**src/hdl/imsf_pkg.sv**
```systemverilog
// Shared types, codes, markup tables and the prefix classifier for the markup strip filter.
package imsf_pkg;

  localparam int BYTE_W     = 8;
  localparam int HOLD_SLOTS = 7;   // six held bytes plus the incoming one
  localparam int CNT_W      = 3;
  localparam int NUM_MARKS  = 7;
  localparam int MARK_MAX   = 7;

  localparam logic [BYTE_W-1:0] CHAR_NUL = 8'h00;
  localparam logic [BYTE_W-1:0] CHAR_LF  = 8'h0a;
  localparam logic [BYTE_W-1:0] CHAR_CR  = 8'h0d;
  localparam logic [BYTE_W-1:0] CHAR_ESC = 8'h1b;
  localparam logic [BYTE_W-1:0] CHAR_GT  = 8'h3e;
  localparam logic [BYTE_W-1:0] CHAR_M   = 8'h6d;

  // Skip modes
  localparam logic [1:0] SKIP_NONE  = 2'd0;
  localparam logic [1:0] SKIP_TO_GT = 2'd1;
  localparam logic [1:0] SKIP_TO_M  = 2'd2;
  localparam logic [1:0] SKIP_BAD   = 2'd3;

  // Classifier results
  localparam logic [1:0] CLS_NONE   = 2'd0;
  localparam logic [1:0] CLS_PREFIX = 2'd1;
  localparam logic [1:0] CLS_MATCH  = 2'd2;

  // Output register load selects
  localparam logic [1:0] EMIT_NONE = 2'd0;
  localparam logic [1:0] EMIT_LF   = 2'd1;
  localparam logic [1:0] EMIT_HEAD = 2'd2;
  localparam logic [1:0] EMIT_TERM = 2'd3;

  // Markup texts, lower case, zero padded
  localparam logic [BYTE_W-1:0] MARK_TEXT [NUM_MARKS][MARK_MAX] = '{
    '{"<", "f", "o", "n", "t", " ", CHAR_NUL},
    '{"<", "/", "f", "o", "n", "t", CHAR_NUL},
    '{"<", "f", "a", "d", "e", " ", CHAR_NUL},
    '{"<", "/", "f", "a", "d", "e", ">"},
    '{"<", "a", "l", "t", " ", CHAR_NUL, CHAR_NUL},
    '{"<", "/", "a", "l", "t", ">", CHAR_NUL},
    '{CHAR_ESC, "[", CHAR_NUL, CHAR_NUL, CHAR_NUL, CHAR_NUL, CHAR_NUL}
  };
  localparam logic [CNT_W-1:0] MARK_LEN [NUM_MARKS] = '{
    3'd6, 3'd6, 3'd6, 3'd7, 3'd5, 3'd6, 3'd2
  };
  localparam logic [1:0] MARK_SKIP [NUM_MARKS] = '{
    SKIP_TO_GT, SKIP_TO_GT, SKIP_TO_GT, SKIP_NONE, SKIP_TO_GT, SKIP_NONE, SKIP_TO_M
  };

  typedef logic [HOLD_SLOTS-1:0][BYTE_W-1:0] hold_t;

  typedef struct packed {
    logic [1:0] cls;
    logic [1:0] kind;
  } class_t;

  // Controller to datapath
  typedef struct packed {
    logic       skip_step;
    logic       append;
    logic [1:0] emit;
    logic       mark_owed;
    logic       start_skip;
  } imsf_cmd_t;

  // Datapath to controller
  typedef struct packed {
    logic       in_zero;
    logic       in_lf;
    logic       skipping;
    logic       owed;
    logic [1:0] cls;
    logic       one_left;
    logic       holds_any;
    logic       can_load;
  } imsf_sts_t;

  // Lower-case ASCII letters only
  function automatic logic [BYTE_W-1:0] fold(input logic [BYTE_W-1:0] c);
    if (c >= "A" && c <= "Z") begin
      return c + 8'd32;
    end
    return c;
  endfunction

  // Compare the held bytes against every mark in parallel
  function automatic class_t classify(input hold_t held, input logic [CNT_W-1:0] cnt);
    class_t res;
    logic   same;
    logic   found;
    res.cls  = CLS_NONE;
    res.kind = SKIP_NONE;
    found    = 1'b0;
    for (int m = 0; m < NUM_MARKS; m++) begin
      same = (cnt <= MARK_LEN[m]);
      for (int i = 0; i < MARK_MAX; i++) begin
        if (CNT_W'(i) < cnt && fold(held[i]) != MARK_TEXT[m][i]) begin
          same = 1'b0;
        end
      end
      if (same && !found) begin
        if (cnt == MARK_LEN[m]) begin
          found    = 1'b1;
          res.cls  = CLS_MATCH;
          res.kind = MARK_SKIP[m];
        end else begin
          res.cls = CLS_PREFIX;
        end
      end
    end
    return res;
  endfunction

endpackage

```
**src/hdl/im_markup_strip_filter_top.sv**
```systemverilog
// Top level of the markup strip filter: controller plus datapath.
// A plain byte is appended to the held bytes on acceptance and loaded into the output
// register in the scan step that follows. Input stalls outside the idle state: for the
// scan step, for each held byte released on a mismatch and for an owed line feed; a byte
// inside markup is taken with no scan step.
// End of message emits the owed line feed, then each held byte, then the terminator.
// Reset (rst, synchronous): no held bytes, no skip, no owed line feed, output empty.
module im_markup_strip_filter_top (
  input  logic                       clk,
  input  logic                       rst,
  input  logic                       in_valid,
  output logic                       in_stall,
  input  logic [imsf_pkg::BYTE_W-1:0] in_byte,
  output logic                       out_valid,
  input  logic                       out_stall,
  output logic [imsf_pkg::BYTE_W-1:0] out_byte,
  output logic                       out_last
);
  import imsf_pkg::*;

  imsf_cmd_t cmd;
  imsf_sts_t sts;

  imsf_ctrl u_ctrl (
    .clk      (clk),
    .rst      (rst),
    .in_valid (in_valid),
    .in_stall (in_stall),
    .sts      (sts),
    .cmd      (cmd)
  );

  imsf_datapath u_datapath (
    .clk       (clk),
    .rst       (rst),
    .in_byte   (in_byte),
    .cmd       (cmd),
    .sts       (sts),
    .out_valid (out_valid),
    .out_stall (out_stall),
    .out_byte  (out_byte),
    .out_last  (out_last)
  );

endmodule

```
**src/hdl/imsf_datapath.sv**
```systemverilog
// Datapath of the markup strip filter: held bytes, skip and line feed state, output register.
module imsf_datapath (
  input  logic                       clk,
  input  logic                       rst,
  input  logic [imsf_pkg::BYTE_W-1:0] in_byte,
  input  imsf_pkg::imsf_cmd_t        cmd,
  output imsf_pkg::imsf_sts_t        sts,
  output logic                       out_valid,
  input  logic                       out_stall,
  output logic [imsf_pkg::BYTE_W-1:0] out_byte,
  output logic                       out_last
);
  import imsf_pkg::*;

  hold_t             held;
  logic [CNT_W-1:0]  count;
  logic [1:0]        skip_mode;
  logic              owed_lf;
  class_t            cls_now;
  logic              skip_done;
  logic [BYTE_W-1:0] emit_byte;

  // Classify the held bytes
  assign cls_now = classify(held, count);

  // Detect the byte that closes a skip
  assign skip_done = (skip_mode == SKIP_TO_GT && in_byte == CHAR_GT) ||
                     (skip_mode == SKIP_TO_M && in_byte == CHAR_M) ||
                     (skip_mode == SKIP_BAD);

  // Select the byte for the output register
  always_comb begin
    case (cmd.emit)
      EMIT_LF:   emit_byte = CHAR_LF;
      EMIT_HEAD: emit_byte = held[0];
      EMIT_TERM: emit_byte = CHAR_NUL;
      default:   emit_byte = held[0];
    endcase
  end

  // Report status
  always_comb begin
    sts.in_zero   = (in_byte == CHAR_NUL);
    sts.in_lf     = (in_byte == CHAR_LF);
    sts.skipping  = (skip_mode != SKIP_NONE);
    sts.owed      = owed_lf;
    sts.cls       = cls_now.cls;
    sts.one_left  = (count == CNT_W'(1));
    sts.holds_any = (count != '0);
    sts.can_load  = !out_valid || !out_stall;
  end

  // Update control state
  always_ff @(posedge clk) begin
    if (rst) begin
      count     <= '0;
      skip_mode <= SKIP_NONE;
      owed_lf   <= 1'b0;
      out_valid <= 1'b0;
    end else begin
      if (cmd.skip_step && skip_done) begin
        skip_mode <= SKIP_NONE;
      end
      if (cmd.append) begin
        count   <= count + CNT_W'(1);
        owed_lf <= 1'b0;
      end
      if (cmd.start_skip) begin
        count     <= '0;
        skip_mode <= cls_now.kind;
      end
      case (cmd.emit)
        EMIT_HEAD: begin
          count <= count - CNT_W'(1);
          if (cmd.mark_owed && held[0] == CHAR_CR) begin
            owed_lf <= 1'b1;
          end
        end
        EMIT_TERM: begin
          count     <= '0;
          skip_mode <= SKIP_NONE;
          owed_lf   <= 1'b0;
        end
        default: ;
      endcase
      if (cmd.emit != EMIT_NONE) begin
        out_valid <= 1'b1;
      end else if (!out_stall) begin
        out_valid <= 1'b0;
      end
    end
  end

  // Hold, append and shift bytes; load the output register
  always_ff @(posedge clk) begin
    if (cmd.append) begin
      held[count] <= in_byte;
    end
    if (cmd.emit == EMIT_HEAD) begin
      for (int i = 0; i < HOLD_SLOTS - 1; i++) begin
        held[i] <= held[i+1];
      end
    end
    if (cmd.emit != EMIT_NONE) begin
      out_byte <= emit_byte;
      out_last <= (cmd.emit == EMIT_TERM);
    end
  end

  a_append_room: assert property (@(posedge clk) disable iff (rst)
    cmd.append |-> count != CNT_W'(HOLD_SLOTS))
    else $error("append with no free hold slot");

  a_cr_is_last: assert property (@(posedge clk) disable iff (rst)
    (cmd.emit == EMIT_HEAD && cmd.mark_owed && held[0] == CHAR_CR) |-> count == CNT_W'(1))
    else $error("carriage return emitted with bytes still held behind it");

  a_term_clears: assert property (@(posedge clk) disable iff (rst)
    (cmd.emit == EMIT_TERM) |=> (count == '0 && skip_mode == SKIP_NONE && !owed_lf && out_last))
    else $error("terminator did not return state to idle values");

endmodule

```
**src/hdl/imsf_ctrl.sv**
```systemverilog
// Controller state machine of the markup strip filter.
module imsf_ctrl (
  input  logic                clk,
  input  logic                rst,
  input  logic                in_valid,
  output logic                in_stall,
  input  imsf_pkg::imsf_sts_t sts,
  output imsf_pkg::imsf_cmd_t cmd
);
  import imsf_pkg::*;

  localparam logic [2:0] S_IDLE      = 3'd0;
  localparam logic [2:0] S_LF        = 3'd1;
  localparam logic [2:0] S_SCAN      = 3'd2;
  localparam logic [2:0] S_END_LF    = 3'd3;
  localparam logic [2:0] S_END_FLUSH = 3'd4;

  logic [2:0] state;
  logic [2:0] state_next;
  logic       accept;

  assign in_stall = (state != S_IDLE);
  assign accept   = in_valid && (state == S_IDLE);

  // Decode state and status into commands
  always_comb begin
    state_next     = state;
    cmd.skip_step  = 1'b0;
    cmd.append     = 1'b0;
    cmd.emit       = EMIT_NONE;
    cmd.mark_owed  = 1'b0;
    cmd.start_skip = 1'b0;
    case (state)
      S_IDLE: begin
        if (accept) begin
          if (sts.in_zero) begin
            state_next = sts.owed ? S_END_LF : S_END_FLUSH;
          end else if (sts.skipping) begin
            cmd.skip_step = 1'b1;
          end else begin
            cmd.append = 1'b1;
            state_next = (sts.owed && !sts.in_lf) ? S_LF : S_SCAN;
          end
        end
      end
      S_LF: begin
        if (sts.can_load) begin
          cmd.emit   = EMIT_LF;
          state_next = S_SCAN;
        end
      end
      S_SCAN: begin
        case (sts.cls)
          CLS_MATCH: begin
            cmd.start_skip = 1'b1;
            state_next     = S_IDLE;
          end
          CLS_PREFIX: begin
            state_next = S_IDLE;
          end
          default: begin
            if (sts.can_load) begin
              cmd.emit      = EMIT_HEAD;
              cmd.mark_owed = 1'b1;
              if (sts.one_left) begin
                state_next = S_IDLE;
              end
            end
          end
        endcase
      end
      S_END_LF: begin
        if (sts.can_load) begin
          cmd.emit   = EMIT_LF;
          state_next = S_END_FLUSH;
        end
      end
      S_END_FLUSH: begin
        if (sts.can_load) begin
          if (sts.holds_any) begin
            cmd.emit = EMIT_HEAD;
          end else begin
            cmd.emit   = EMIT_TERM;
            state_next = S_IDLE;
          end
        end
      end
      default: begin
        state_next = S_IDLE;
      end
    endcase
  end

  // Advance state
  always_ff @(posedge clk) begin
    if (rst) begin
      state <= S_IDLE;
    end else begin
      state <= state_next;
    end
  end

  a_emit_room: assert property (@(posedge clk) disable iff (rst)
    (cmd.emit != EMIT_NONE) |-> sts.can_load)
    else $error("output register loaded while still full and stalled");

  a_end_path: assert property (@(posedge clk) disable iff (rst)
    (accept && sts.in_zero) |=> (state == S_END_LF || state == S_END_FLUSH))
    else $error("end of message did not enter the flush sequence");

  a_skip_from_scan: assert property (@(posedge clk) disable iff (rst)
    cmd.start_skip |-> (state == S_SCAN && sts.cls == CLS_MATCH))
    else $error("skip started outside a full markup match");

endmodule

```
**config.mk**
```make
export PLATFORM = sky130hd
export DESIGN_NAME = im_markup_strip_filter_top
export DESIGN_NICKNAME = d
export VERILOG_FILES = /design/src/hdl/imsf_pkg.sv /design/src/hdl/im_markup_strip_filter_top.sv /design/src/hdl/imsf_datapath.sv /design/src/hdl/imsf_ctrl.sv
export SDC_FILE = /design/constraint.sdc
export NUM_CORES = 1
export LEC_CHECK = 0
export ABC_AREA = 1
export BUFFER_PORTS_ARGS = -buffer_cell sky130_fd_sc_hd__buf_2
export CAP_MARGIN = 10
export CORE_MARGIN = 5
export CORE_UTILIZATION = 40
export DETAILED_ROUTE_END_ITERATION = 8
export PLACE_DENSITY = 0.53
export SLEW_MARGIN = 10
export SYNTH_ARGS = -nofsm -noshare
export SYNTH_HDL_FRONTEND = slang
export SYNTH_HIERARCHICAL = 1
export SYNTH_SLANG_ARGS = --single-unit
```
**constraint.sdc**
```tcl
create_clock -name clk -period 4.7 [get_ports clk]
set_clock_uncertainty 0.15 [all_clocks]
set_input_delay 0.94 -clock clk [delete_from_list [all_inputs] [get_ports clk]]
set_output_delay 0.94 -clock clk [all_outputs]
set_load 0.05 [all_outputs]
```
Yosys cells after proc, flatten, opt, wreduce, memory -nomap -nowiden

Cells that the tools add are included.

RAM bits: 0
Flip-flop bits (word level): 75
Memory bits (read-only): 0
Latch bits: 0
Memories: 0

$lt $le $gt $ge: 27
Mux-type cells: 137
Bitwise operators: 0
Shift-type cells: 0
Eq/ne operators: 56
$add $sub $neg: 9
Div/mod/pow operators: 0
Reduce and logical (&&, ||, !) cells: 81
Multiply operators: 0

Operator list:

| kind                  | count |
|---|---|
| $ne A8 B7 Y1 const B  | 19 |
| $mux W8               | 15 |
| $mux W48              | 2 |
| $mux W1               | 73 |
| $add A8 B6 Y8 const B | 7 |
| $bwmux W56            | 1 |
| $ge A8 B7 Y1 const B  | 7 |
| $le A8 B7 Y1 const B  | 7 |
| $logic_and A1 B1 Y1   | 51 |
| $ne A8 B6 Y1 const B  | 6 |
| $mux W3               | 15 |
| $reduce_bool A8 Y1    | 5 |
| $mux W2               | 18 |
| $mux W4               | 7 |
| $demux W8 S3          | 1 |
| $eq A8 B4 Y1 const B  | 2 |
| $pmux W8 S2           | 1 |
| $pmux W3 S5           | 1 |
| $eq A3 B3 Y1 const B  | 4 |
| $eq A2 B2 Y1 const B  | 5 |
| $eq A3 B2 Y1 const B  | 3 |
| $le A3 B3 Y1 const B  | 3 |
| $logic_not A1 Y1      | 9 |
| $lt A3 B3 Y1 const A  | 3 |
| 26 further kinds      | 45 |

Depth between registers and ports, before layout

Gate-level depths: netlist of the first run.

Depth after elaboration: 39
Gate-level depth with buffers: 30
Mapped depth without buffers: 29

Modules after synthesis

The synthesis of the first run kept the hierarchy.

Modules (own cells, without submodules):

| module        | cells an instance | times used | seq. area each (um^2) | area each (um^2) |
|---|---|---|---|---|
| imsf_datapath | 553               | 1          | 2092.0                | 4399.2 |
| imsf_ctrl     | 64                | 1          | 60.1                  | 376.6 |

Worst setup path after synthesis of the first run

OpenSTA, ideal clock, no wires.

Path type: reg-to-reg
From: register u_datapath/held[29] in the netlist's numbering
To: register u_datapath/held[16] in the netlist's numbering, enable pin
Buffers on the path: 1
Library setup time: 0.384 ns
Arrival: 3.525 ns
Path slack: 0.641 ns
Cell stages (with the launch flop): 27
Cell sequence: edfxtp_1 > ha_1 > inv_1 > nor2_1 > nand3_1 > nand2_1 > nand2_1 > nor2_1 > nand4_1 > nand2_1 > nand3_1 > nor2_1 > nand4_1 > nand3_1 > a21oi_2 > nand2_1 > nand2_1 > o21ai_2 > inv_1 > ha_1 > nand2_1 > o22ai_1 > inv_1 > nor2_1 > clkinv_1 > clkbuf_1 > o21ai_0

RTL lines:

| what                            | RTL line             | source |
|---|---|---|
| start, declared                 | imsf_datapath.sv:15  | `hold_t held;` |
| start signal, assigned by index | imsf_datapath.sv:97  | `held[count] <= in_byte;` |
| start signal, assigned by index | imsf_datapath.sv:101 | `held[i] <= held[i+1];` |

==> results.cfg, run 1 <==
[grt]
grt.overflow.total = 0
grt_start_max_net_pins = 41
first_global_vias = 4250
grt_pass1_wl_microns = 21000
grtUsageTotal = 0.189
antenna_found_initial = 0

[critical_path]
required_ps = 4630
r2r_slack_ps = 260
cp-end-kind = flop
critPathMaxFanout = 40
crit_type = flop to flop
reg2reg_depth = 23
critPathCapture = u_datapath/held[38]$_DFFE_PP_
rr_startpoint = u_datapath/held[37]$_DFFE_PP_
r2r-end = u_datapath/held[38]$_DFFE_PP_
cp_data_arrival_time_ps = 4370
critical_path.startpoint_type = flop
crit_start = u_datapath/held[37]$_DFFE_PP_

[synth]
synth.net_count = 642
synth_flop_cell = edfxtp_1
yosysTopAreaCell = edfxtp_1
seq_area_frac_synth = 0.451
ys_ff_latch = 75
synth.area.top_cells = edfxtp_1 (41%), nand2_1 (11%), inv_1 (6.7%), nor2_1 (6.2%), o22ai_1 (4.8%)
syn_area_sq_um = 4780
synth_edf_count = 65
async_reset_ff_frac = 0
netlist_instances = 617
synth.yosys.warnings = 6
synth_top_area_frac = 0.409
avgSynthCellArea_sq_um = 7.74
synthDistinctLibCells = 37
synth_commonest_cells = nand2_1 (144), inv_1 (85), nor2_1 (79), edfxtp_1 (65), nand3_1 (38)
yosysMostFrequentCell = nand2_1

[routing]
top_layer_used = met4
firstDrtPassIters = 5
wl_microns = 13100
wl_met3_microns = 760
drtIter0Drc = 330
drcViolationCount = 0
vias = 4426
wl_met2_microns = 5960
vias_per_cell = 5.55
ant_nets = 0
wl_met1_microns = 6000
wl_per_cell_microns = 16.4

[hold_path]
hold_path_class = flop to flop

[final_layout]
finalNonFillerCells = 798
nNetsFinal = 671
finish.utilization = 0.458
drive_above_1_share = 0.137
diodes = 0
num-fill-cells = 1177
area_growth_pct = 13.7

[sta]
finalCritPeriodShare = 0.945
setup-violations-final = 0
maxSlewHeadroom = 0.562
finalCriticalPeriod_ps = 4440
worstMarginPinSlew_ps = 655
finalHoldViolations = 0
drv_slew = 0
fmax_mhz = 225

[die]
die-width_microns = 119
rows = 40
start_util = 0.403
pin_count = 23
dieArea_sq_um = 14200
core_area_sq_um = 11900
die_h_microns = 119

[pwr]
finalPower_mw = 4.37
peakVddDrop_mv = 0.302
p_leak_nw = 2.26
power_density_nw_per_um2 = 805

[clocking]
cts_setup_buffers = 0
root_buffer = clkbuf_16
htree_levels = 3
cts_made_buffers = 9
cts_resized = 0
cts_tree = done
clock-sinks = 75
clk_pin_slew_ps = 60
holdBufCountCts = 0
max-clock-path-buffers = 2
insertion_delay_ps = 340

[placed_design]
dp_hpwl_microns = 9640
portBuffers = 22
gp_congestion = 0.937
numPlacedInstances = 782

[status]
status = finished clean

[run]
maxCapViolCount = 0
## layout make-up
cell class | instances | area, sq um | area share
Clock inverter | 2 | 35.0 | 0.00645
Sequential cell | 75 | 2150 | 0.396
Timing Repair Buffer | 29 | 170 | 0.0313
Tap cell | 147 | 184 | 0.0339
Clock buffer | 14 | 264 | 0.0486
Inverter | 91 | 342 | 0.0629
Multi-Input combinational cell | 440 | 2280 | 0.420
## routing by layer
metal  up-vias  track usage
li1       2166            -
met5         -            0
met2       143        0.290
met4         0       0.0912
met3        35       0.0423
met1      2082        0.252
## worst min-delay path by stage
stage | from | to | slack [ps] | cells past startpoint
floorplan | u_datapath/skip_mode[1]$_SDFFE_PP0P_ | u_datapath/skip_mode[1]$_SDFFE_PP0P_ | 290 | 2
global placement | u_datapath/skip_mode[1]$_SDFFE_PP0P_ | u_datapath/skip_mode[1]$_SDFFE_PP0P_ | 310 | 2
detailed placement | u_datapath/skip_mode[1]$_SDFFE_PP0P_ | u_datapath/skip_mode[1]$_SDFFE_PP0P_ | 320 | 2
CTS | u_datapath/skip_mode[1]$_SDFFE_PP0P_ | u_datapath/skip_mode[1]$_SDFFE_PP0P_ | 340 | 2
global route | u_datapath/skip_mode[1]$_SDFFE_PP0P_ | u_datapath/skip_mode[1]$_SDFFE_PP0P_ | 360 | 2
finish | u_datapath/skip_mode[1]$_SDFFE_PP0P_ | u_datapath/skip_mode[1]$_SDFFE_PP0P_ | 330 | 2
## flip-flops by register name, summed over array words and instances (netlist names)
signal,count
u_ctrl/state,3
u_datapath/owed_lf,1
u_datapath/held,56
u_datapath/out_byte,8
u_datapath/out_last,1
u_datapath/out_valid,1
u_datapath/count,3
u_datapath/skip_mode,2
## report_power, final
part,internal (mW),switching [mW]
registers,1.21,0.262
clock network,0.440,0.259
logic,0.631,1.57
## logic make-up (layout without fill, tap and decap cells)
kind of cell               after synthesis  in the layout  share of synthesized area
adders and majority gates               13             13                     0.0341
DFF                                     75             75                      0.451
and+or+nand+nor                        329            329                      0.310
buffers and inverters                  102            136                     0.0828
AOI/OAI and AO/OA                       98             98                      0.123
## through the flow
| step | instance area (sq um) | TNS (ps) | hold slack, ps | setup slack [ps] |
|---|---|---|---|---|
| after global routing | 5430 | -21.9 | 365 | -6.95 |
| after detailed placement | 5070 | 0 | 325 | 81.4 |
| final | 5430 | 0 | 332 | 261 |
| after CTS | 5370 | 0 | 338 | 66.7 |
| after global placement | 5070 | 0 | 313 | 160 |
| after floorplan | 4780 | 0 | 293 | 641 |
## layout by cell type (no fill, tap or decap), types with 2 or more instances in the layout
cell       instances
buf_4              6
a21oi_1            9
o21ai_2            7
inv_2              3
o22ai_1           36
dfxtp_1           10
clkbuf_1           3
clkinv_1           3
o21ai_0           23
nor4_1             8
nor2_2             9
nor2_4             2
o21ai_1            5
a31oi_1            4
nand3_1           38
ha_1              13
clkbuf_16          9
a221oi_1           3
o31ai_1            2
nor3_1            16
nor2_1            79
a21oi_2            3
nand2_1          136
nand2_2           12
buf_2             22
nand2_4            3
nand3_2            4
clkbuf_8           2
edfxtp_1          65
inv_1             85
nand4_1           16
nand3b_1           4
## critical path, stage by stage (launching register included)
cell and delay, ps:
edfxtp_1 420, nor3_1 370, nand2_1 150, a21oi_2 230, nand3b_1 130, o21ai_1 210
nand3_1 110, nor2_1 200, nand2_1 160, nand3_1 130, a21oi_2 50, nand2_1 130
nand2_1 80, o21ai_2 50, inv_1 50, ha_1 290, nand2_1 90, o22ai_2 150
inv_1 110, nor2_1 140, clkinv_1 110, buf_8 200, nand2_2 270, o21ai_0 150
Note: power is estimated with default switching activity, not from simulation.
==> run 2: changes to the inputs <==
==> constraint.sdc (replaced) <==
create_clock -name clk -period 4.7 [get_ports clk]
set_clock_uncertainty 0.15 [all_clocks]
set_input_delay 0.235 -clock clk [delete_from_list [all_inputs] [get_ports clk]]
set_output_delay 0.235 -clock clk [all_outputs]
set_load 0.05 [all_outputs]
==> run 2 against run 1 <==
Sequential power hardly changed. Utilization is 0.68 points higher. Via count is 0.63% higher. Maximum frequency is 0.20% higher. Die area stayed put. Worst setup slack better by 9.0 ps. Register-to-register slack hardly changed. Critical endpoint unchanged. Largest power group unchanged. Highest routed layer unchanged.
==> results.cfg, run 2 (same netlist as run 1, synthesis figures left out) <==
[pwr]
p_leak_nw = 2.30
peakVddDrop_mv = 0.305
power_density_nw_per_um2 = 795

[clocking]
cts_tree = done
htree_levels = 3
max-clock-path-buffers = 2
cts_made_buffers = 9
insertion_delay_ps = 350
cts_setup_buffers = 0
root_buffer = clkbuf_16
clk_pin_slew_ps = 60
clock-sinks = 75

[critical_path]
critPathMostFrequentCell = nand2_1
crit_type = flop to flop
critPathMaxFanout = 40
cp-end-kind = flop
crit_path_cell_trace = nor3_1 -> nand2_1 -> a21oi_2 -> nand3b_1 -> o21ai_1 -> nand3_1 -> nor2_1 -> nand2_1 -> nand3_1 -> a21oi_2 -> nand2_1 -> nand2_1 -> o21ai_2 -> inv_1 -> ha_1 -> nand2_1 -> o22ai_2 -> inv_1 -> nor2_1 -> clkinv_1 -> buf_8 -> nand2_2 -> o21ai_0
path_buf_inv = 4
critPathSlowestCell = edfxtp_1
cpPeakStageDelay_ps = 420
cp_data_arrival_time_ps = 4360
critical_path.startpoint_type = flop
required_ps = 4630
cp_top_family = simple AND/OR/NAND/NOR gates

[routing]
vias = 4454
wl_per_cell_microns = 16.5
firstDrtPassIters = 5
ant_nets = 0
wl_microns = 13300
drtIter0Drc = 376
vias_per_cell = 5.53
drcViolationCount = 0

[placed_design]
post_dp_cell_area_sq_um = 5070
portBuffers = 22
dp_hpwl_microns = 9640
gp_congestion = 0.937

[final_layout]
top_register = u_datapath/held
layout_common_cells = nand2_1 (136), inv_1 (85), nor2_1 (79)
largest_register_ffs = 56
layout_commonest_cell = nand2_1
area_growth_pct = 15.4
diodes = 0
reg_top3 = u_datapath/held (56), u_datapath/out_byte (8)
fin_area_sq_um = 5510
drive_above_1_share = 0.135
nNetsFinal = 679

[sta]
maxSlewHeadroom = 0.557
setup-violations-final = 0
fmax_mhz = 226
hold_slack_ps = 22.5
finalHoldViolations = 0
finalCritPeriodShare = 0.943
drv_slew = 0
finalCriticalPeriod_ps = 4430
worstMarginPinSlew_ps = 662

[grt]
grtUsageTotal = 0.191
grtUsageMet1 = 0.252
grt_busiest_layer = met2
grt_pass1_wl_microns = 21200
first_global_vias = 4289
antenna_found_initial = 0
grt_start_max_net_pins = 41
grt.overflow.total = 0
grt_use_met3 = 0.0423
grt_use_met2 = 0.296

[die]
pin_count = 23
dieArea_sq_um = 14200
start_util = 0.403
die-width_microns = 119
die_h_microns = 119
core_area_sq_um = 11900
rows = 40

[run]
maxCapViolCount = 0

[hold_path]
hold_path_class = primary input to flop

[status]
status = finished clean
## run 2: final timing paths
check	startpoint	cells past startpoint	slack [ps]	end
min reg2reg	u_datapath/skip_mode[1]$_SDFFE_PP0P_	2	330	u_datapath/skip_mode[1]$_SDFFE_PP0P_
max	u_datapath/held[37]$_DFFE_PP_	23	270	u_datapath/held[38]$_DFFE_PP_
min	in_byte[7]	1	20	u_datapath/held[55]$_DFFE_PP_
max reg2reg	u_datapath/held[37]$_DFFE_PP_	23	270	u_datapath/held[38]$_DFFE_PP_
## run 2: repair_timing
| item | 4_1_cts | 5_1_grt |
|---|---|---|
| endpoints found under the setup margin | 0 | 97 |
| hold endpoints to repair | 10 | 0 |
| hold buffers | 8 | 0 |
| resized for setup | 0 | 25 |
## run 2: final cells by class
| cell class | instances | area (sq um) |
|---|---|---|
| fillers | 1167 | 6350 |
| multi-input cells | 440 | 2280 |
| flip-flops and latches | 75 | 2150 |
| inverters | 91 | 342 |
| clock buffers | 14 | 264 |
| repair buffers | 37 | 250 |
| well taps | 147 | 184 |
| clock inverters | 2 | 35.0 |
## run 2: through the flow
step	setup TNS, ps	instances	setup WS (ps)	util	total power, mW
after floorplan	0	617	641	-	2.99
after global placement	0	782	160	0.427	3.58
after detailed placement	0	782	81.4	0.427	3.59
after CTS	0	806	66.7	0.459	4.31
after global routing	-21.9	806	-6.95	0.464	4.71
final	0	806	270	0.464	4.38
## run 2: power by group
part | switching (mW) | internal (mW)
Combinational | 1.57 | 0.636
Sequential | 0.261 | 1.21
Clock | 0.261 | 0.440
## run 2: layer usage
layer | up-vias | wire, microns | part of all wire
met5 | - | 0 | 0
met4 | 0 | 405 | 0.031
met3 | 33 | 759 | 0.057
met2 | 148 | 6050 | 0.46
met1 | 2088 | 6050 | 0.46
li1 | 2185 | - | -
==> run 3: changes to the inputs <==
- CELL_PAD_IN_SITES_DETAIL_PLACEMENT: default -> 0
- CELL_PAD_IN_SITES_GLOBAL_PLACEMENT: default -> 1
- PLACE_DENSITY: 0.53 -> 0.68
==> run 3 against run 2 <==
Sequential power hardly changed. Clock power is 5.0% lower. Utilization hardly changed. Die area stayed put. Worst setup slack better by 130 ps. Clock-buffer cell count is 2 lower. Non-clock buffer count stayed put. Critical path type unchanged.
==> results.cfg, run 3 (same netlist as run 1, synthesis figures left out) <==
[status]
status = finished clean

[routing]
firstDrtPassIters = 5
wl_microns = 13100
vias = 4446
wl_per_cell_microns = 16.2
ant_nets = 0
drtIter0Drc = 268
drcViolationCount = 0
vias_per_cell = 5.52

[die]
core_area_sq_um = 11900
die-width_microns = 119
die_h_microns = 119
pin_count = 23
dieArea_sq_um = 14200
rows = 40
start_util = 0.403

[critical_path]
cp_top_family = simple AND/OR/NAND/NOR gates
cp-end-kind = flop
critPathMostFrequentCell = nand2_1
cp_data_arrival_time_ps = 4400
critical_path.startpoint_type = flop
r2r_slack_ps = 400
critPathMaxFanout = 26
required_ps = 4800
r2r-end = u_datapath/count[1]$_SDFFE_PP0P_
reg2reg_depth = 25
rr_startpoint = u_datapath/held[35]$_DFFE_PP_
cpPeakStageDelay_ps = 480
crit_type = flop to flop
critPathSlowestCell = edfxtp_1
path_buf_inv = 4

[placed_design]
numPlacedInstances = 782
gp_congestion = 0.867
portBuffers = 22
dp_hpwl_microns = 9830

[run]
maxCapViolCount = 0

[final_layout]
layout_common_cells = nand2_1 (136), inv_1 (85), nor2_1 (77)
reg_top3 = u_datapath/held (56), u_datapath/out_byte (8)
layout_commonest_cell = nand2_1
drive_above_1_share = 0.137
largest_register_ffs = 56
finish.utilization = 0.465
finalNonFillerCells = 805
num-fill-cells = 1229
area_growth_pct = 15.5
diodes = 0
nNetsFinal = 679
top_register = u_datapath/held

[grt]
grtUsageTotal = 0.194
grt_start_max_net_pins = 27
grt_pass1_wl_microns = 21600
grt.overflow.total = 0
antenna_found_initial = 0
first_global_vias = 4255

[hold_path]
hold_path_class = primary input to flop
holdPathStages = 1
hp-start = in_byte[4]
min_to = u_datapath/held[52]$_DFFE_PP_

[clocking]
clock-sinks = 75
cts_tree = done
insertion_delay_ps = 340
root_buffer = clkbuf_16
clk_pin_slew_ps = 50
cts_made_buffers = 9
htree_levels = 3
max-clock-path-buffers = 2

[sta]
finalCritPeriodShare = 0.916
maxSlewHeadroom = 0.554
drv_slew = 0
rsz0062_at_grt = true
fmax_mhz = 232
worstMarginPinSlew_ps = 666
finalCriticalPeriod_ps = 4300
setup-violations-final = 0
finalHoldViolations = 0

[pwr]
peakVddDrop_mv = 0.267
p_leak_nw = 2.29
power_density_nw_per_um2 = 785
==> run 3: changes by cell type in the layout (fill, tap and decap cells not counted), sizes merged <==
cell	change
clkinv	+1
clkbuf	-2
==> run 3: repair_timing <==
action	in CTS	in global routing
hold endpoints to repair	10	0
gates resized for setup	0	30
hold buffers	8	0
endpoints found under the setup margin	0	98
setup buffers	0	0
==> run 3: cell type report <==
| cell class | instances | area (sq um) | area share |
|---|---|---|---|
| Timing Repair Buffer | 37 | 243 | 0.0440 |
| Clock inverter | 3 | 40.0 | 0.00726 |
| Inverter | 91 | 342 | 0.0619 |
| Sequential cell | 75 | 2150 | 0.390 |
| Clock buffer | 12 | 236 | 0.0429 |
| Tap cell | 147 | 184 | 0.0334 |
| Multi-Input combinational cell | 440 | 2320 | 0.420 |
==> run 3: worst max-delay path by stage <==
stage | from | cells past startpoint | to | slack, ps
6_report | u_datapath/held[35]$_DFFE_PP_ | 25 | u_datapath/count[1]$_SDFFE_PP0P_ | 400
5_1_grt | u_datapath/held[30]$_DFFE_PP_ | 27 | u_datapath/count[1]$_SDFFE_PP0P_ | -40
4_1_cts | u_datapath/held[35]$_DFFE_PP_ | 24 | u_datapath/held[46]$_DFFE_PP_ | 90
3_5_place_dp | u_datapath/held[35]$_DFFE_PP_ | 24 | u_datapath/held[46]$_DFFE_PP_ | 120
3_3_place_gp | u_datapath/held[35]$_DFFE_PP_ | 25 | u_datapath/held[34]$_DFFE_PP_ | 130
2_1_floorplan | u_datapath/held[29]$_DFFE_PP_ | 26 | u_datapath/held[16]$_DFFE_PP_ | 640
==> run 3: metrics by stage <==
stage	power, mW	hold WS (ps)	TNS, ps	area [sq um]	setup WS, ps
final	4.33	42.8	0	5510	395
after global routing	4.67	40.7	-572	5510	-35.2
after detailed placement	3.59	306	0	5070	121
after CTS	4.28	7.24	0	5430	91.0
after floorplan	2.99	154	0	4780	641
after global placement	3.59	308	0	5070	135
==> run 3: worst register-to-register path: cells and delay by family, from the launching register on <==
family                   cells  cell delay (ps)
AND/OR/NAND/NOR             14             1840
adder cells (fa/ha/maj)      1              290
AO/OA/AOI/OAI                6              950
buffers and inverters        4              490
flip-flops                   1              480
==> run 3: per-layer routing <==
layer	wire (microns)	vias up	global-route usage
met4	340	0	0.0891
met3	600	26	0.0370
li1	-	2186	-
met2	5960	124	0.300
met5	0	-	0
met1	6180	2110	0.262
==> run 3: where the power goes <==
group / switching, mW / total [mW] / internal [mW]
Sequential: 0.263 / 1.47 / 1.21
Combinational: 1.56 / 2.19 / 0.632
Clock: 0.259 / 0.666 / 0.407
Total: 2.08 / 4.33 / 2.25
